File: src/design/aifp_pkg.sv
// ----------------------------------------------------------------------------
// aifp_pkg: shared types and constants of the ASCII integer field parser
// Phase and base codes, character constants, register indexes, and the
// control and result structs that pass between the parser modules.
// ----------------------------------------------------------------------------
`default_nettype none

package aifp_pkg;

    // Parse phases
    typedef enum logic [2:0] {
        PH_SKIP   = 3'd0,
        PH_PREFIX = 3'd1,
        PH_ZERO   = 3'd2,
        PH_DIGITS = 3'd3,
        PH_GROUP  = 3'd4,
        PH_AFTER  = 3'd5,
        PH_DONE   = 3'd6
    } phase_t;

    // Number bases (register codes 5..7 act as automatic)
    typedef enum logic [2:0] {
        B_AUTO = 3'd0,
        B_BIN  = 3'd1,
        B_OCT  = 3'd2,
        B_DEC  = 3'd3,
        B_HEX  = 3'd4
    } base_t;

    // Configuration register indexes
    localparam logic [1:0] REG_BASE_MODE = 2'd0;
    localparam logic [1:0] REG_MAX_WIDTH = 2'd1;
    localparam logic [1:0] REG_GROUPING  = 2'd2;
    localparam logic [1:0] REG_RES_SIZE  = 2'd3;

    // Result size codes
    localparam logic [1:0] SIZE_8  = 2'd0;
    localparam logic [1:0] SIZE_16 = 2'd1;
    localparam logic [1:0] SIZE_32 = 2'd2;
    localparam logic [1:0] SIZE_64 = 2'd3;

    // Reset values of the configuration registers
    localparam logic [2:0] BASE_MODE_RST = 3'd0;
    localparam logic [7:0] MAX_WIDTH_RST = 8'd0;
    localparam logic       GROUPING_RST  = 1'b0;
    localparam logic [1:0] RES_SIZE_RST  = SIZE_32;

    // Characters
    localparam logic [7:0] CH_SPACE = 8'h20;
    localparam logic [7:0] CH_HT    = 8'h09;
    localparam logic [7:0] CH_CR    = 8'h0D;
    localparam logic [7:0] CH_PLUS  = 8'h2B;
    localparam logic [7:0] CH_COMMA = 8'h2C;
    localparam logic [7:0] CH_MINUS = 8'h2D;
    localparam logic [7:0] CH_ZERO  = 8'h30;
    localparam logic [7:0] CH_NINE  = 8'h39;
    localparam logic [7:0] CH_UP_A  = 8'h41;
    localparam logic [7:0] CH_UP_Z  = 8'h5A;
    localparam logic [7:0] CH_LO_A  = 8'h61;
    localparam logic [7:0] CH_LO_B  = 8'h62;
    localparam logic [7:0] CH_LO_X  = 8'h78;
    localparam logic [7:0] CH_LO_Z  = 8'h7A;
    localparam logic [7:0] CASE_BIT = 8'h20;

    // Digit value that no base accepts
    localparam logic [5:0] NO_DIGIT = 6'd63;
    localparam logic [2:0] TALLY_MAX = 3'd4;

    // Parse control state (fixed widths)
    typedef struct packed {
        phase_t     phase;
        logic [2:0] tally;
        logic       neg;
        base_t      base;
        logic       group_live;
        logic       unlimited;
        logic [9:0] pend_group;
        logic [1:0] pend_fill;
    } parse_ctl_t;

    // Raw result handed to the output stage
    typedef struct packed {
        logic [63:0] acc;
        logic        neg;
        logic        valid;
        logic [1:0]  size;
    } result_t;

endpackage

`default_nettype wire

File: src/design/ascii_integer_field_parser.sv
// ----------------------------------------------------------------------------
// ascii_integer_field_parser: scans one integer field per text
// One text byte per item; one result item on the byte marked last.
// ----------------------------------------------------------------------------
//  channel  dir  handshake          payload
//  s_*      in   s_tvalid/s_tready  tdata[7:0] text_char, tlast text_last
//  m_*      out  m_tvalid/m_tready  tdata parsed_value, chars_consumed;
//                                   tuser field_valid
//  cfg_*    in   cfg_wr_en          cfg_index, cfg_data
//
//  One byte per cycle while the slave side is not stalled: a byte waits in the
//  input register while the parse update runs, and a result is loaded into the
//  output register at the edge where its last byte leaves the input register.
//  Reset restores the register defaults and clears the parse state and both
//  valid bits.
//  Only a last byte waiting on a full output register stalls the slave side.
// ----------------------------------------------------------------------------
`default_nettype none

module ascii_integer_field_parser #(
    parameter int COUNT_BITS = 12,
    parameter int WIDTH_BITS = 8
) (
    input  wire logic       clk,
    input  wire logic       rst_n,
    // slave side: tdata = text_char[7:0]; tlast = text_last
    input  wire logic       s_tvalid,
    output logic            s_tready,
    input  wire logic [7:0] s_tdata,
    input  wire logic       s_tlast,
    // master side: tdata = parsed_value[63:0], chars_consumed, zero fill;
    // tuser = field_valid
    output logic            m_tvalid,
    input  wire logic       m_tready,
    output logic [((64+COUNT_BITS+7)/8)*8-1:0] m_tdata,
    output logic            m_tuser,
    // configuration write port
    input  wire logic       cfg_wr_en,
    input  wire logic [1:0] cfg_index,
    input  wire logic [7:0] cfg_data
);

    // Configuration registers
    logic [2:0] base_mode_reg;
    logic [7:0] max_width_reg;
    logic       grouping_reg;
    logic [1:0] res_size_reg;

    // Input register
    logic       in_valid_reg;
    logic [7:0] in_char_reg;
    logic       in_last_reg;

    // Parse state
    aifp_pkg::parse_ctl_t  ctl_reg;
    aifp_pkg::parse_ctl_t  ctl_next;
    logic [63:0]           acc_reg;
    logic [63:0]           acc_next;
    logic [WIDTH_BITS-1:0] width_left_reg;
    logic [WIDTH_BITS-1:0] width_left_next;
    logic [COUNT_BITS-1:0] count_reg;
    logic [COUNT_BITS-1:0] count_next;

    aifp_pkg::result_t     result;
    logic [COUNT_BITS-1:0] result_count;
    logic                  out_free;
    logic                  advance;

    // Move the held byte on unless it is a last byte facing a full output
    assign advance  = in_valid_reg && (!in_last_reg || out_free);
    assign s_tready = !in_valid_reg || advance;

    // Write configuration
    always_ff @(posedge clk or negedge rst_n)
    begin
        if (!rst_n)
        begin
            base_mode_reg <= aifp_pkg::BASE_MODE_RST;
            max_width_reg <= aifp_pkg::MAX_WIDTH_RST;
            grouping_reg  <= aifp_pkg::GROUPING_RST;
            res_size_reg  <= aifp_pkg::RES_SIZE_RST;
        end
        else if (cfg_wr_en)
        begin
            unique case (cfg_index)
                aifp_pkg::REG_BASE_MODE: base_mode_reg <= cfg_data[2:0];
                aifp_pkg::REG_MAX_WIDTH: max_width_reg <= cfg_data;
                aifp_pkg::REG_GROUPING:  grouping_reg  <= cfg_data[0];
                aifp_pkg::REG_RES_SIZE:  res_size_reg  <= cfg_data[1:0];
                default:                 base_mode_reg <= base_mode_reg;
            endcase
        end
    end

    // Hold the incoming item
    always_ff @(posedge clk or negedge rst_n)
    begin
        if (!rst_n)
            in_valid_reg <= 1'b0;
        else if (s_tready)
            in_valid_reg <= s_tvalid;
    end

    always_ff @(posedge clk)
    begin
        if (s_tready && s_tvalid)
        begin
            in_char_reg <= s_tdata;
            in_last_reg <= s_tlast;
        end
    end

    // Advance the parse state
    always_ff @(posedge clk or negedge rst_n)
    begin
        if (!rst_n)
        begin
            ctl_reg.phase      <= aifp_pkg::PH_SKIP;
            ctl_reg.tally      <= '0;
            ctl_reg.neg        <= 1'b0;
            ctl_reg.base       <= aifp_pkg::B_AUTO;
            ctl_reg.group_live <= 1'b0;
            ctl_reg.unlimited  <= 1'b0;
            ctl_reg.pend_group <= '0;
            ctl_reg.pend_fill  <= '0;
            acc_reg            <= '0;
            width_left_reg     <= '0;
            count_reg          <= '0;
        end
        else if (advance)
        begin
            ctl_reg        <= ctl_next;
            acc_reg        <= acc_next;
            width_left_reg <= width_left_next;
            count_reg      <= count_next;
        end
    end

    aifp_step #(
        .COUNT_BITS (COUNT_BITS),
        .WIDTH_BITS (WIDTH_BITS)
    ) u_step (
        .text_char       (in_char_reg),
        .text_last       (in_last_reg),
        .base_mode       (base_mode_reg),
        .max_width       (max_width_reg),
        .grouping_enable (grouping_reg),
        .result_size     (res_size_reg),
        .ctl             (ctl_reg),
        .acc             (acc_reg),
        .width_left      (width_left_reg),
        .count           (count_reg),
        .ctl_next        (ctl_next),
        .acc_next        (acc_next),
        .width_left_next (width_left_next),
        .count_next      (count_next),
        .result          (result),
        .result_count    (result_count)
    );

    aifp_out_stage #(
        .COUNT_BITS (COUNT_BITS)
    ) u_out (
        .clk          (clk),
        .rst_n        (rst_n),
        .load         (advance && in_last_reg),
        .result       (result),
        .result_count (result_count),
        .m_tready     (m_tready),
        .m_tvalid     (m_tvalid),
        .m_tdata      (m_tdata),
        .m_tuser      (m_tuser),
        .free         (out_free)
    );

    // A last byte that moves on shows up as a result
    a_last_gives_result: assert property (@(posedge clk) disable iff (!rst_n)
        advance && in_last_reg |=> m_tvalid)
        else $error("last byte left without a result");

    // The slave side stalls only behind a blocked result
    a_stall_cause: assert property (@(posedge clk) disable iff (!rst_n)
        !s_tready |-> in_valid_reg && in_last_reg && m_tvalid && !m_tready)
        else $error("slave side stalled without a blocked result");

    // An invalid field reports a zero value
    a_invalid_zero: assert property (@(posedge clk) disable iff (!rst_n)
        m_tvalid && !m_tuser |-> m_tdata[63:0] == 64'd0)
        else $error("invalid field with nonzero value");

    // A converted digit is always counted
    a_valid_counted: assert property (@(posedge clk) disable iff (!rst_n)
        m_tvalid && m_tuser |-> m_tdata[64 +: COUNT_BITS] != '0)
        else $error("valid field with zero characters consumed");

endmodule

`default_nettype wire

File: src/design/aifp_step.sv
// ----------------------------------------------------------------------------
// aifp_step: one-character parse update
// Combinational next state of the parser for one text byte, and the raw
// result on the last byte. Multiplies by the radix and by 1000 are shift-adds.
// ----------------------------------------------------------------------------
`default_nettype none

module aifp_step #(
    parameter int COUNT_BITS = 12,
    parameter int WIDTH_BITS = 8
) (
    input  wire logic [7:0]            text_char,
    input  wire logic                  text_last,
    input  wire logic [2:0]            base_mode,
    input  wire logic [7:0]            max_width,
    input  wire logic                  grouping_enable,
    input  wire logic [1:0]            result_size,
    input  wire aifp_pkg::parse_ctl_t  ctl,
    input  wire logic [63:0]           acc,
    input  wire logic [WIDTH_BITS-1:0] width_left,
    input  wire logic [COUNT_BITS-1:0] count,
    output aifp_pkg::parse_ctl_t       ctl_next,
    output logic [63:0]                acc_next,
    output logic [WIDTH_BITS-1:0]      width_left_next,
    output logic [COUNT_BITS-1:0]      count_next,
    output aifp_pkg::result_t          result,
    output logic [COUNT_BITS-1:0]      result_count
);

    localparam int CAP_W = (WIDTH_BITS > 8) ? WIDTH_BITS : 8;
    localparam logic [CAP_W-1:0] WIDTH_MAX = CAP_W'({WIDTH_BITS{1'b1}});
    localparam logic [COUNT_BITS:0] COUNT_MAX = {1'b0, {COUNT_BITS{1'b1}}};

    // Saturating add to the consumed count
    function automatic logic [COUNT_BITS-1:0] bump(input logic [COUNT_BITS-1:0] cnt,
                                                   input logic [2:0] n);
        logic [COUNT_BITS:0] sum;
        sum = {1'b0, cnt} + (COUNT_BITS+1)'(n);
        return (sum > COUNT_MAX) ? COUNT_MAX[COUNT_BITS-1:0] : sum[COUNT_BITS-1:0];
    endfunction

    // Width remaining for n more characters
    function automatic logic room(input logic unl, input logic [WIDTH_BITS-1:0] wl,
                                  input logic [2:0] n);
        return unl || (wl >= WIDTH_BITS'(n));
    endfunction

    // Use up n characters of width, floor at zero
    function automatic logic [WIDTH_BITS-1:0] take(input logic unl,
                                                   input logic [WIDTH_BITS-1:0] wl,
                                                   input logic [2:0] n);
        logic [WIDTH_BITS-1:0] nw;
        nw = WIDTH_BITS'(n);
        if (unl)
            return wl;
        return (wl >= nw) ? wl - nw : '0;
    endfunction

    // Saturating digit tally
    function automatic logic [2:0] tally_add(input logic [2:0] t, input logic [2:0] n);
        logic [3:0] sum;
        sum = {1'b0, t} + {1'b0, n};
        return (sum > {1'b0, aifp_pkg::TALLY_MAX}) ? aifp_pkg::TALLY_MAX : sum[2:0];
    endfunction

    // Value of a digit character, any base up to 36
    function automatic logic [5:0] digit_value(input logic [7:0] c);
        logic [7:0] d;
        d = 8'd0;
        if (c >= aifp_pkg::CH_ZERO && c <= aifp_pkg::CH_NINE)
            d = c - aifp_pkg::CH_ZERO;
        else if (c >= aifp_pkg::CH_LO_A && c <= aifp_pkg::CH_LO_Z)
            d = c - aifp_pkg::CH_LO_A + 8'd10;
        else if (c >= aifp_pkg::CH_UP_A && c <= aifp_pkg::CH_UP_Z)
            d = c - aifp_pkg::CH_UP_A + 8'd10;
        else
            d = {2'b00, aifp_pkg::NO_DIGIT};
        return d[5:0];
    endfunction

    function automatic logic [4:0] radix_of(input aifp_pkg::base_t b);
        logic [4:0] r;
        unique case (b)
            aifp_pkg::B_BIN: r = 5'd2;
            aifp_pkg::B_OCT: r = 5'd8;
            aifp_pkg::B_DEC: r = 5'd10;
            aifp_pkg::B_HEX: r = 5'd16;
            default:         r = 5'd0;
        endcase
        return r;
    endfunction

    // Working copies of the state
    aifp_pkg::parse_ctl_t  s;
    logic [63:0]           a;
    logic [WIDTH_BITS-1:0] wl;
    logic [COUNT_BITS-1:0] cnt;
    logic                  go_prefix;
    logic                  go_digits;
    logic                  is_space;
    logic [7:0]            low_c;
    logic [5:0]            dval;
    logic [63:0]           a_scaled;
    logic [9:0]            pg_new;
    logic [CAP_W-1:0]      mw_ext;

    always_comb
    begin
        s         = ctl;
        a         = acc;
        wl        = width_left;
        cnt       = count;
        go_prefix = 1'b0;
        go_digits = 1'b0;
        is_space  = (text_char == aifp_pkg::CH_SPACE) ||
                    (text_char >= aifp_pkg::CH_HT && text_char <= aifp_pkg::CH_CR);
        low_c     = text_char | aifp_pkg::CASE_BIT;
        dval      = digit_value(text_char);
        mw_ext    = CAP_W'(max_width);
        a_scaled  = '0;
        pg_new    = '0;

        // First step from the stored phase
        unique case (ctl.phase)
            aifp_pkg::PH_SKIP:
            begin
                if (is_space)
                    cnt = bump(cnt, 3'd1);
                else
                begin
                    // Open the field with the current configuration
                    s.unlimited  = (max_width == 8'd0);
                    wl           = (mw_ext > WIDTH_MAX) ? WIDTH_MAX[WIDTH_BITS-1:0]
                                                        : mw_ext[WIDTH_BITS-1:0];
                    s.base       = (base_mode <= 3'(aifp_pkg::B_HEX))
                                   ? aifp_pkg::base_t'(base_mode) : aifp_pkg::B_AUTO;
                    s.group_live = grouping_enable;
                    if (text_char == aifp_pkg::CH_MINUS || text_char == aifp_pkg::CH_PLUS)
                    begin
                        s.neg   = (text_char == aifp_pkg::CH_MINUS);
                        cnt     = bump(cnt, 3'd1);
                        wl      = take(s.unlimited, wl, 3'd1);
                        s.phase = aifp_pkg::PH_PREFIX;
                    end
                    else
                        go_prefix = 1'b1;
                end
            end
            aifp_pkg::PH_PREFIX:
                go_prefix = 1'b1;
            aifp_pkg::PH_ZERO:
            begin
                if (room(s.unlimited, wl, 3'd2) && low_c == aifp_pkg::CH_LO_X &&
                    (s.base == aifp_pkg::B_AUTO || s.base == aifp_pkg::B_HEX))
                begin
                    s.base       = aifp_pkg::B_HEX;
                    s.group_live = 1'b0;
                    cnt          = bump(cnt, 3'd2);
                    wl           = take(s.unlimited, wl, 3'd2);
                    s.phase      = aifp_pkg::PH_DIGITS;
                end
                else if (room(s.unlimited, wl, 3'd2) && low_c == aifp_pkg::CH_LO_B &&
                         (s.base == aifp_pkg::B_AUTO || s.base == aifp_pkg::B_BIN))
                begin
                    s.base       = aifp_pkg::B_BIN;
                    s.group_live = 1'b0;
                    cnt          = bump(cnt, 3'd2);
                    wl           = take(s.unlimited, wl, 3'd2);
                    s.phase      = aifp_pkg::PH_DIGITS;
                end
                else
                begin
                    // The zero is an ordinary digit
                    if (s.base == aifp_pkg::B_AUTO)
                    begin
                        s.base       = aifp_pkg::B_OCT;
                        s.group_live = 1'b0;
                    end
                    a         = '0;
                    s.tally   = tally_add(s.tally, 3'd1);
                    cnt       = bump(cnt, 3'd1);
                    wl        = take(s.unlimited, wl, 3'd1);
                    go_digits = 1'b1;
                end
            end
            aifp_pkg::PH_DIGITS:
                go_digits = 1'b1;
            aifp_pkg::PH_GROUP:
            begin
                if (text_char >= aifp_pkg::CH_ZERO && text_char <= aifp_pkg::CH_NINE)
                begin
                    pg_new = (s.pend_group << 3) + (s.pend_group << 1) +
                             10'(text_char - aifp_pkg::CH_ZERO);
                    if (s.pend_fill == 2'd2)
                    begin
                        // Complete group: times 1000 as 1024 - 16 - 8
                        a            = (a << 10) - (a << 4) - (a << 3) + 64'(pg_new);
                        s.pend_group = '0;
                        s.pend_fill  = '0;
                        s.tally      = tally_add(s.tally, 3'd3);
                        cnt          = bump(cnt, 3'd4);
                        wl           = take(s.unlimited, wl, 3'd4);
                        s.phase      = aifp_pkg::PH_AFTER;
                    end
                    else
                    begin
                        s.pend_group = pg_new;
                        s.pend_fill  = s.pend_fill + 2'd1;
                    end
                end
                else
                    s.phase = aifp_pkg::PH_DONE;
            end
            aifp_pkg::PH_AFTER:
            begin
                if (text_char == aifp_pkg::CH_COMMA && room(s.unlimited, wl, 3'd4))
                begin
                    s.pend_group = '0;
                    s.pend_fill  = '0;
                    s.phase      = aifp_pkg::PH_GROUP;
                end
                else
                    s.phase = aifp_pkg::PH_DONE;
            end
            default:
                s.phase = ctl.phase;
        endcase

        // Sign or prefix position
        if (go_prefix)
        begin
            if (room(s.unlimited, wl, 3'd1) && text_char == aifp_pkg::CH_ZERO)
                s.phase = aifp_pkg::PH_ZERO;
            else
            begin
                if (s.base == aifp_pkg::B_AUTO)
                    s.base = aifp_pkg::B_DEC;
                go_digits = 1'b1;
            end
        end

        // Digit position: accumulate, open a group, or end the field
        if (go_digits)
        begin
            s.phase = aifp_pkg::PH_DONE;
            unique case (s.base)
                aifp_pkg::B_BIN: a_scaled = a << 1;
                aifp_pkg::B_OCT: a_scaled = a << 3;
                aifp_pkg::B_DEC: a_scaled = (a << 3) + (a << 1);
                aifp_pkg::B_HEX: a_scaled = a << 4;
                default:         a_scaled = a;
            endcase
            if (room(s.unlimited, wl, 3'd1) && (dval < {1'b0, radix_of(s.base)}))
            begin
                a       = a_scaled + 64'(dval);
                s.tally = tally_add(s.tally, 3'd1);
                cnt     = bump(cnt, 3'd1);
                wl      = take(s.unlimited, wl, 3'd1);
                s.phase = aifp_pkg::PH_DIGITS;
            end
            else if (s.group_live && s.base == aifp_pkg::B_DEC &&
                     text_char == aifp_pkg::CH_COMMA &&
                     room(s.unlimited, wl, 3'd4) && s.tally >= 3'd1 && s.tally <= 3'd3)
            begin
                s.pend_group = '0;
                s.pend_fill  = '0;
                s.phase      = aifp_pkg::PH_GROUP;
            end
        end

        // Text ends right after a zero: it counts as a digit
        if (text_last && s.phase == aifp_pkg::PH_ZERO)
        begin
            a       = '0;
            s.tally = tally_add(s.tally, 3'd1);
            cnt     = bump(cnt, 3'd1);
        end

        result.acc   = a;
        result.neg   = s.neg;
        result.valid = (s.tally != 3'd0);
        result.size  = result_size;
        result_count = cnt;

        // Restart the parse after the last byte
        if (text_last)
        begin
            ctl_next.phase      = aifp_pkg::PH_SKIP;
            ctl_next.tally      = '0;
            ctl_next.neg        = 1'b0;
            ctl_next.base       = aifp_pkg::B_AUTO;
            ctl_next.group_live = 1'b0;
            ctl_next.unlimited  = 1'b0;
            ctl_next.pend_group = '0;
            ctl_next.pend_fill  = '0;
            acc_next            = '0;
            width_left_next     = '0;
            count_next          = '0;
        end
        else
        begin
            ctl_next        = s;
            acc_next        = a;
            width_left_next = wl;
            count_next      = cnt;
        end
    end

endmodule

`default_nettype wire

File: src/design/aifp_out_stage.sv
// ----------------------------------------------------------------------------
// aifp_out_stage: result register of the parser
// Holds one result until the master side takes it; the sign and the result
// size mask are applied to the held result and the output item is packed.
// ----------------------------------------------------------------------------
`default_nettype none

module aifp_out_stage #(
    parameter int COUNT_BITS = 12
) (
    input  wire logic                  clk,
    input  wire logic                  rst_n,
    input  wire logic                  load,
    input  wire aifp_pkg::result_t     result,
    input  wire logic [COUNT_BITS-1:0] result_count,
    input  wire logic                  m_tready,
    output logic                       m_tvalid,
    output logic [((64+COUNT_BITS+7)/8)*8-1:0] m_tdata,
    output logic                       m_tuser,
    output logic                       free
);

    localparam int DATA_W = ((64 + COUNT_BITS + 7) / 8) * 8;

    logic                  valid_reg;
    aifp_pkg::result_t     res_reg;
    logic [COUNT_BITS-1:0] count_reg;
    logic [63:0]           signed_val;
    logic [63:0]           size_mask;

    assign free = !valid_reg || m_tready;

    // Track an item waiting on the master side
    always_ff @(posedge clk or negedge rst_n)
    begin
        if (!rst_n)
            valid_reg <= 1'b0;
        else if (load)
            valid_reg <= 1'b1;
        else if (m_tready)
            valid_reg <= 1'b0;
    end

    // Capture the raw result
    always_ff @(posedge clk)
    begin
        if (load)
        begin
            res_reg   <= result;
            count_reg <= result_count;
        end
    end

    // Sign and size the value
    always_comb
    begin
        signed_val = res_reg.neg ? (64'd0 - res_reg.acc) : res_reg.acc;
        unique case (res_reg.size)
            aifp_pkg::SIZE_8:  size_mask = 64'h0000_0000_0000_00FF;
            aifp_pkg::SIZE_16: size_mask = 64'h0000_0000_0000_FFFF;
            aifp_pkg::SIZE_32: size_mask = 64'h0000_0000_FFFF_FFFF;
            aifp_pkg::SIZE_64: size_mask = 64'hFFFF_FFFF_FFFF_FFFF;
            default:           size_mask = 64'hFFFF_FFFF_FFFF_FFFF;
        endcase
    end

    assign m_tvalid = valid_reg;
    assign m_tuser  = res_reg.valid;
    assign m_tdata  = DATA_W'({count_reg, res_reg.valid ? (signed_val & size_mask) : 64'd0});

endmodule

`default_nettype wire
File: config.mk
export PLATFORM = sky130hd
export DESIGN_NAME = ascii_integer_field_parser
export DESIGN_NICKNAME = d
export VERILOG_FILES = /design/src/design/aifp_pkg.sv /design/src/design/ascii_integer_field_parser.sv /design/src/design/aifp_step.sv /design/src/design/aifp_out_stage.sv
export SDC_FILE = /design/constraint.sdc
export NUM_CORES = 1
export LEC_CHECK = 0
export BUFFER_PORTS_ARGS = -buffer_cell sky130_fd_sc_hd__buf_2
export CAP_MARGIN = 20
export CELL_PAD_IN_SITES_DETAIL_PLACEMENT = 0
export CELL_PAD_IN_SITES_GLOBAL_PLACEMENT = 1
export CORE_MARGIN = 5
export CORE_UTILIZATION = 50
export DETAILED_ROUTE_END_ITERATION = 7
export HOLD_SLACK_MARGIN = 0.06
export PLACE_DENSITY_LB_ADDON = 0.12
export SLEW_MARGIN = 20
export SYNTH_ARGS = -nofsm -noshare
export SYNTH_HDL_FRONTEND = slang
export SYNTH_HIERARCHICAL = 1
export SYNTH_SLANG_ARGS = --single-unit
File: constraint.sdc
create_clock -name clk -period 26 [get_ports clk]
set_clock_uncertainty 0.15 [all_clocks]
set_input_delay 5.2 -clock clk [delete_from_list [all_inputs] [get_ports clk]]
set_output_delay 5.2 -clock clk [all_outputs]
set_load 0.02 [all_outputs]
==> flow_summary_export.csv <==
group,metric,value,unit
final_layout,nets,4170,
cts,clk_latency,570,ps
pwr,combPwrFrac,80.4,%
routing,drtAntennaViolNets,0,
final_layout,largest_reg_flops,67,
pwr,finalPower,0.00427,W
floorplanning,initial_utilization,50.7,%
routing,drcViolationCount,0,
cts,cts-root-buf,"clkbuf_16",
routing,drt_iter0_drc,4004,
worst_setup_path,crit_path_frequent_cell,"a21oi_1",
cts,cts_max_path_buffers,3,
routing,viasPerCell,6.69,
sta,fmax,0.0835,GHz
global_routing,grt_overflow,0,
floorplanning,row_count,90,
cts,cts_buffers,25,
pwr,power_leakage,13.7,nW
global_routing,grt_pass1_vias,28400,
routing,dr.pass1.iters,6,
worst_setup_path,startpoint_type,"flop",
pwr,power_density,132,mW/mm^2
global_routing,antenna_found_initial,0,
floorplanning,num_io_pins,107,
synthesis,synthCells,3965,
cts,cts_sinks,212,
routing,wl_per_cell,24.5,um
sta,maxSlewHeadroom,16.9,%
synthesis,synth_area_per_cell,7.75,sq um
worst_setup_path,reg2reg_from,"in_char_reg[3]$_DFFE_PP_",
worst_setup_path,reg2reg_to,"acc_reg[63]$_DFFE_PN0P_",
routing,drt-total-wl,115000,um
sta,tightest_slew,1230,ps
sta,hold_slack,345,ps
sta,setup_violations,0,
pwr,switchingPower,0.00248,W
job,drv_cap,0,
cts,clk_pin_slew,70,ps
place,gp_congestion,1.02,
floorplanning,die_area,0.0665,sq mm
worst_setup_path,endpoint,"acc_reg[63]$_DFFE_PN0P_",
pwr,sw_frac_of_total,57.9,%
worst_setup_path,rrSetupSlack,14030,ps
global_routing,grt_max_degree,79,
cts,hold_buffers,0,
final_layout,multi_input_area,0.0232,sq mm
sta,fin_crit,11970,ps
sta,slew_violations,0,
worst_setup_path,critPathKind,"flop to flop",
pwr,clkPwrFrac,8.6,%
worst_setup_path,arrival,12260,ps
worst_setup_path,crit_start,"in_char_reg[3]$_DFFE_PP_",
worst_setup_path,crit_fanout,21,
final_layout,final_core_util,53.6,%
final_layout,regArea,0.00575,sq mm
worst_setup_path,slowest_stage,"nor4b_1",
final_layout,n_fill_cell,5896,
sta,setup_tns,0,ps
sta,rsz0062_at_grt,"false",
global_routing,groute.usage.overall,32.9,%
place,dp_hpwl,89100,um
final_layout,areaGrowthSynthToFinish,5.61,%
sta,hold_viol_final,0,
worst_setup_path,worst_ep_required_time,26290,ps
place,numPortBuffers,102,
hold_path,hp-class,"flop to flop",
run_status,outcome,"finished, final reports clean",
cts,tritoncts,"built",
synthesis,netlist_area,0.0307,sq mm
cts,h-tree-depth,1,
cts,ctsResizeCount,0,
pwr,p_int,0.00180,W
worst_setup_path,max_stage_delay,1070,ps
final_layout,drive_gt1_share,11.1,%
routing,vias,31400,
pwr,pwr-share-seq,11.0,%
synthesis,yosysWarnings,6,
cts,post-cts-setup-buffers,0,
worst_setup_path,end_kind,"flop",
floorplanning,die_h,258,um
sta,fin_crit_sh,46.0,%
floorplanning,core_area,0.0606,sq mm
worst_setup_path,r2r.worst_path.cells,38,
global_routing,grt_pass1_wl,176000,um
floorplanning,die_w,258,um
pwr,vdd.ir_drop.worst,82.2,uV
-- metal layers --
| metal | global-route usage, % | vias to the layer above | share of wire [%] |
|---|---|---|---|
| met5 | 0 | - | 0 |
| met3 | 7.92 | 161 | 12 |
| met2 | 44.6 | 1685 | 38 |
| met1 | 51.9 | 15000 | 47 |
| met4 | 8.08 | 0 | 2.8 |
| li1 | - | 14600 | - |
-- worst min path at each step --
stage	startpoint	endpoint	slack [ps]	cells past startpoint
after detailed placement	acc_reg[62]$_DFFE_PN0P_	acc_reg[62]$_DFFE_PN0P_	330	1
after CTS	acc_reg[62]$_DFFE_PN0P_	acc_reg[62]$_DFFE_PN0P_	350	1
after global placement	acc_reg[62]$_DFFE_PN0P_	acc_reg[62]$_DFFE_PN0P_	330	1
after global routing	acc_reg[62]$_DFFE_PN0P_	acc_reg[62]$_DFFE_PN0P_	380	1
final	acc_reg[62]$_DFFE_PN0P_	acc_reg[62]$_DFFE_PN0P_	350	1
after floorplan	acc_reg[62]$_DFFE_PN0P_	acc_reg[62]$_DFFE_PN0P_	310	1
-- metrics by stage --
step	setup slack (ps)	cell area (sq um)	cells
floorplan	14980	30700	3968
global placement	14580	31600	4653
detailed placement	14380	31600	4653
CTS	14250	32500	4699
global route	13190	32500	4699
finish	14030	32500	4701
-- power by group through the flow --
stage / Clock, W / Sequential, W / Combinational [W]
2_1_floorplan: 0 / 0.000443 / 0.00241
3_3_place_gp: 0 / 0.000473 / 0.00330
3_5_place_dp: 0 / 0.000473 / 0.00329
4_1_cts: 0.000374 / 0.000467 / 0.00330
5_1_grt: 0.000386 / 0.000475 / 0.00366
6_report: 0.000368 / 0.000470 / 0.00344
-- layout make-up --
type                    instances  area share, %
well taps                     782           3.01
repair buffers                161           2.96
diodes                          2         0.0154
clock buffers                  28           1.99
multi-input cells            3310           71.5
inverters                     188           2.17
clock inverters                18          0.613
flip-flops and latches        212           17.7
-- layout by cell type, fill, tap and decap left out, types with 29 or more instances in the layout --
cell	count
fa_1	68
a31oi_1	53
nand4_1	83
nand2b_1	40
nand3_1	122
edfxtp_1	89
mux2_2	108
and3_1	43
a21oi_1	295
o31ai_1	50
xnor2_1	122
a22oi_1	45
o21ai_0	235
dfrtp_1	122
buf_2	101
o22ai_1	38
nor2_1	405
nor2b_1	43
a211oi_1	54
a21o_1	74
xor2_1	98
and2_1	29
nor4_1	37
nand2_1	304
inv_1	185
nor3_1	113
mux2i_1	48
ha_1	180
buf_4	59
or3_1	57
-- critical path, delay by kind of cell (launching register included) --
family / cells / cell delay, ps
AO/OA/AOI/OAI: 16 / 4100
XOR/XNOR: 2 / 350
adder cells (fa/ha/maj): 5 / 2060
buffers and inverters: 3 / 420
flip-flops: 1 / 790
multiplexers: 2 / 530
AND/OR/NAND/NOR: 10 / 3440
Note: power is estimated with default switching activity, not from simulation.
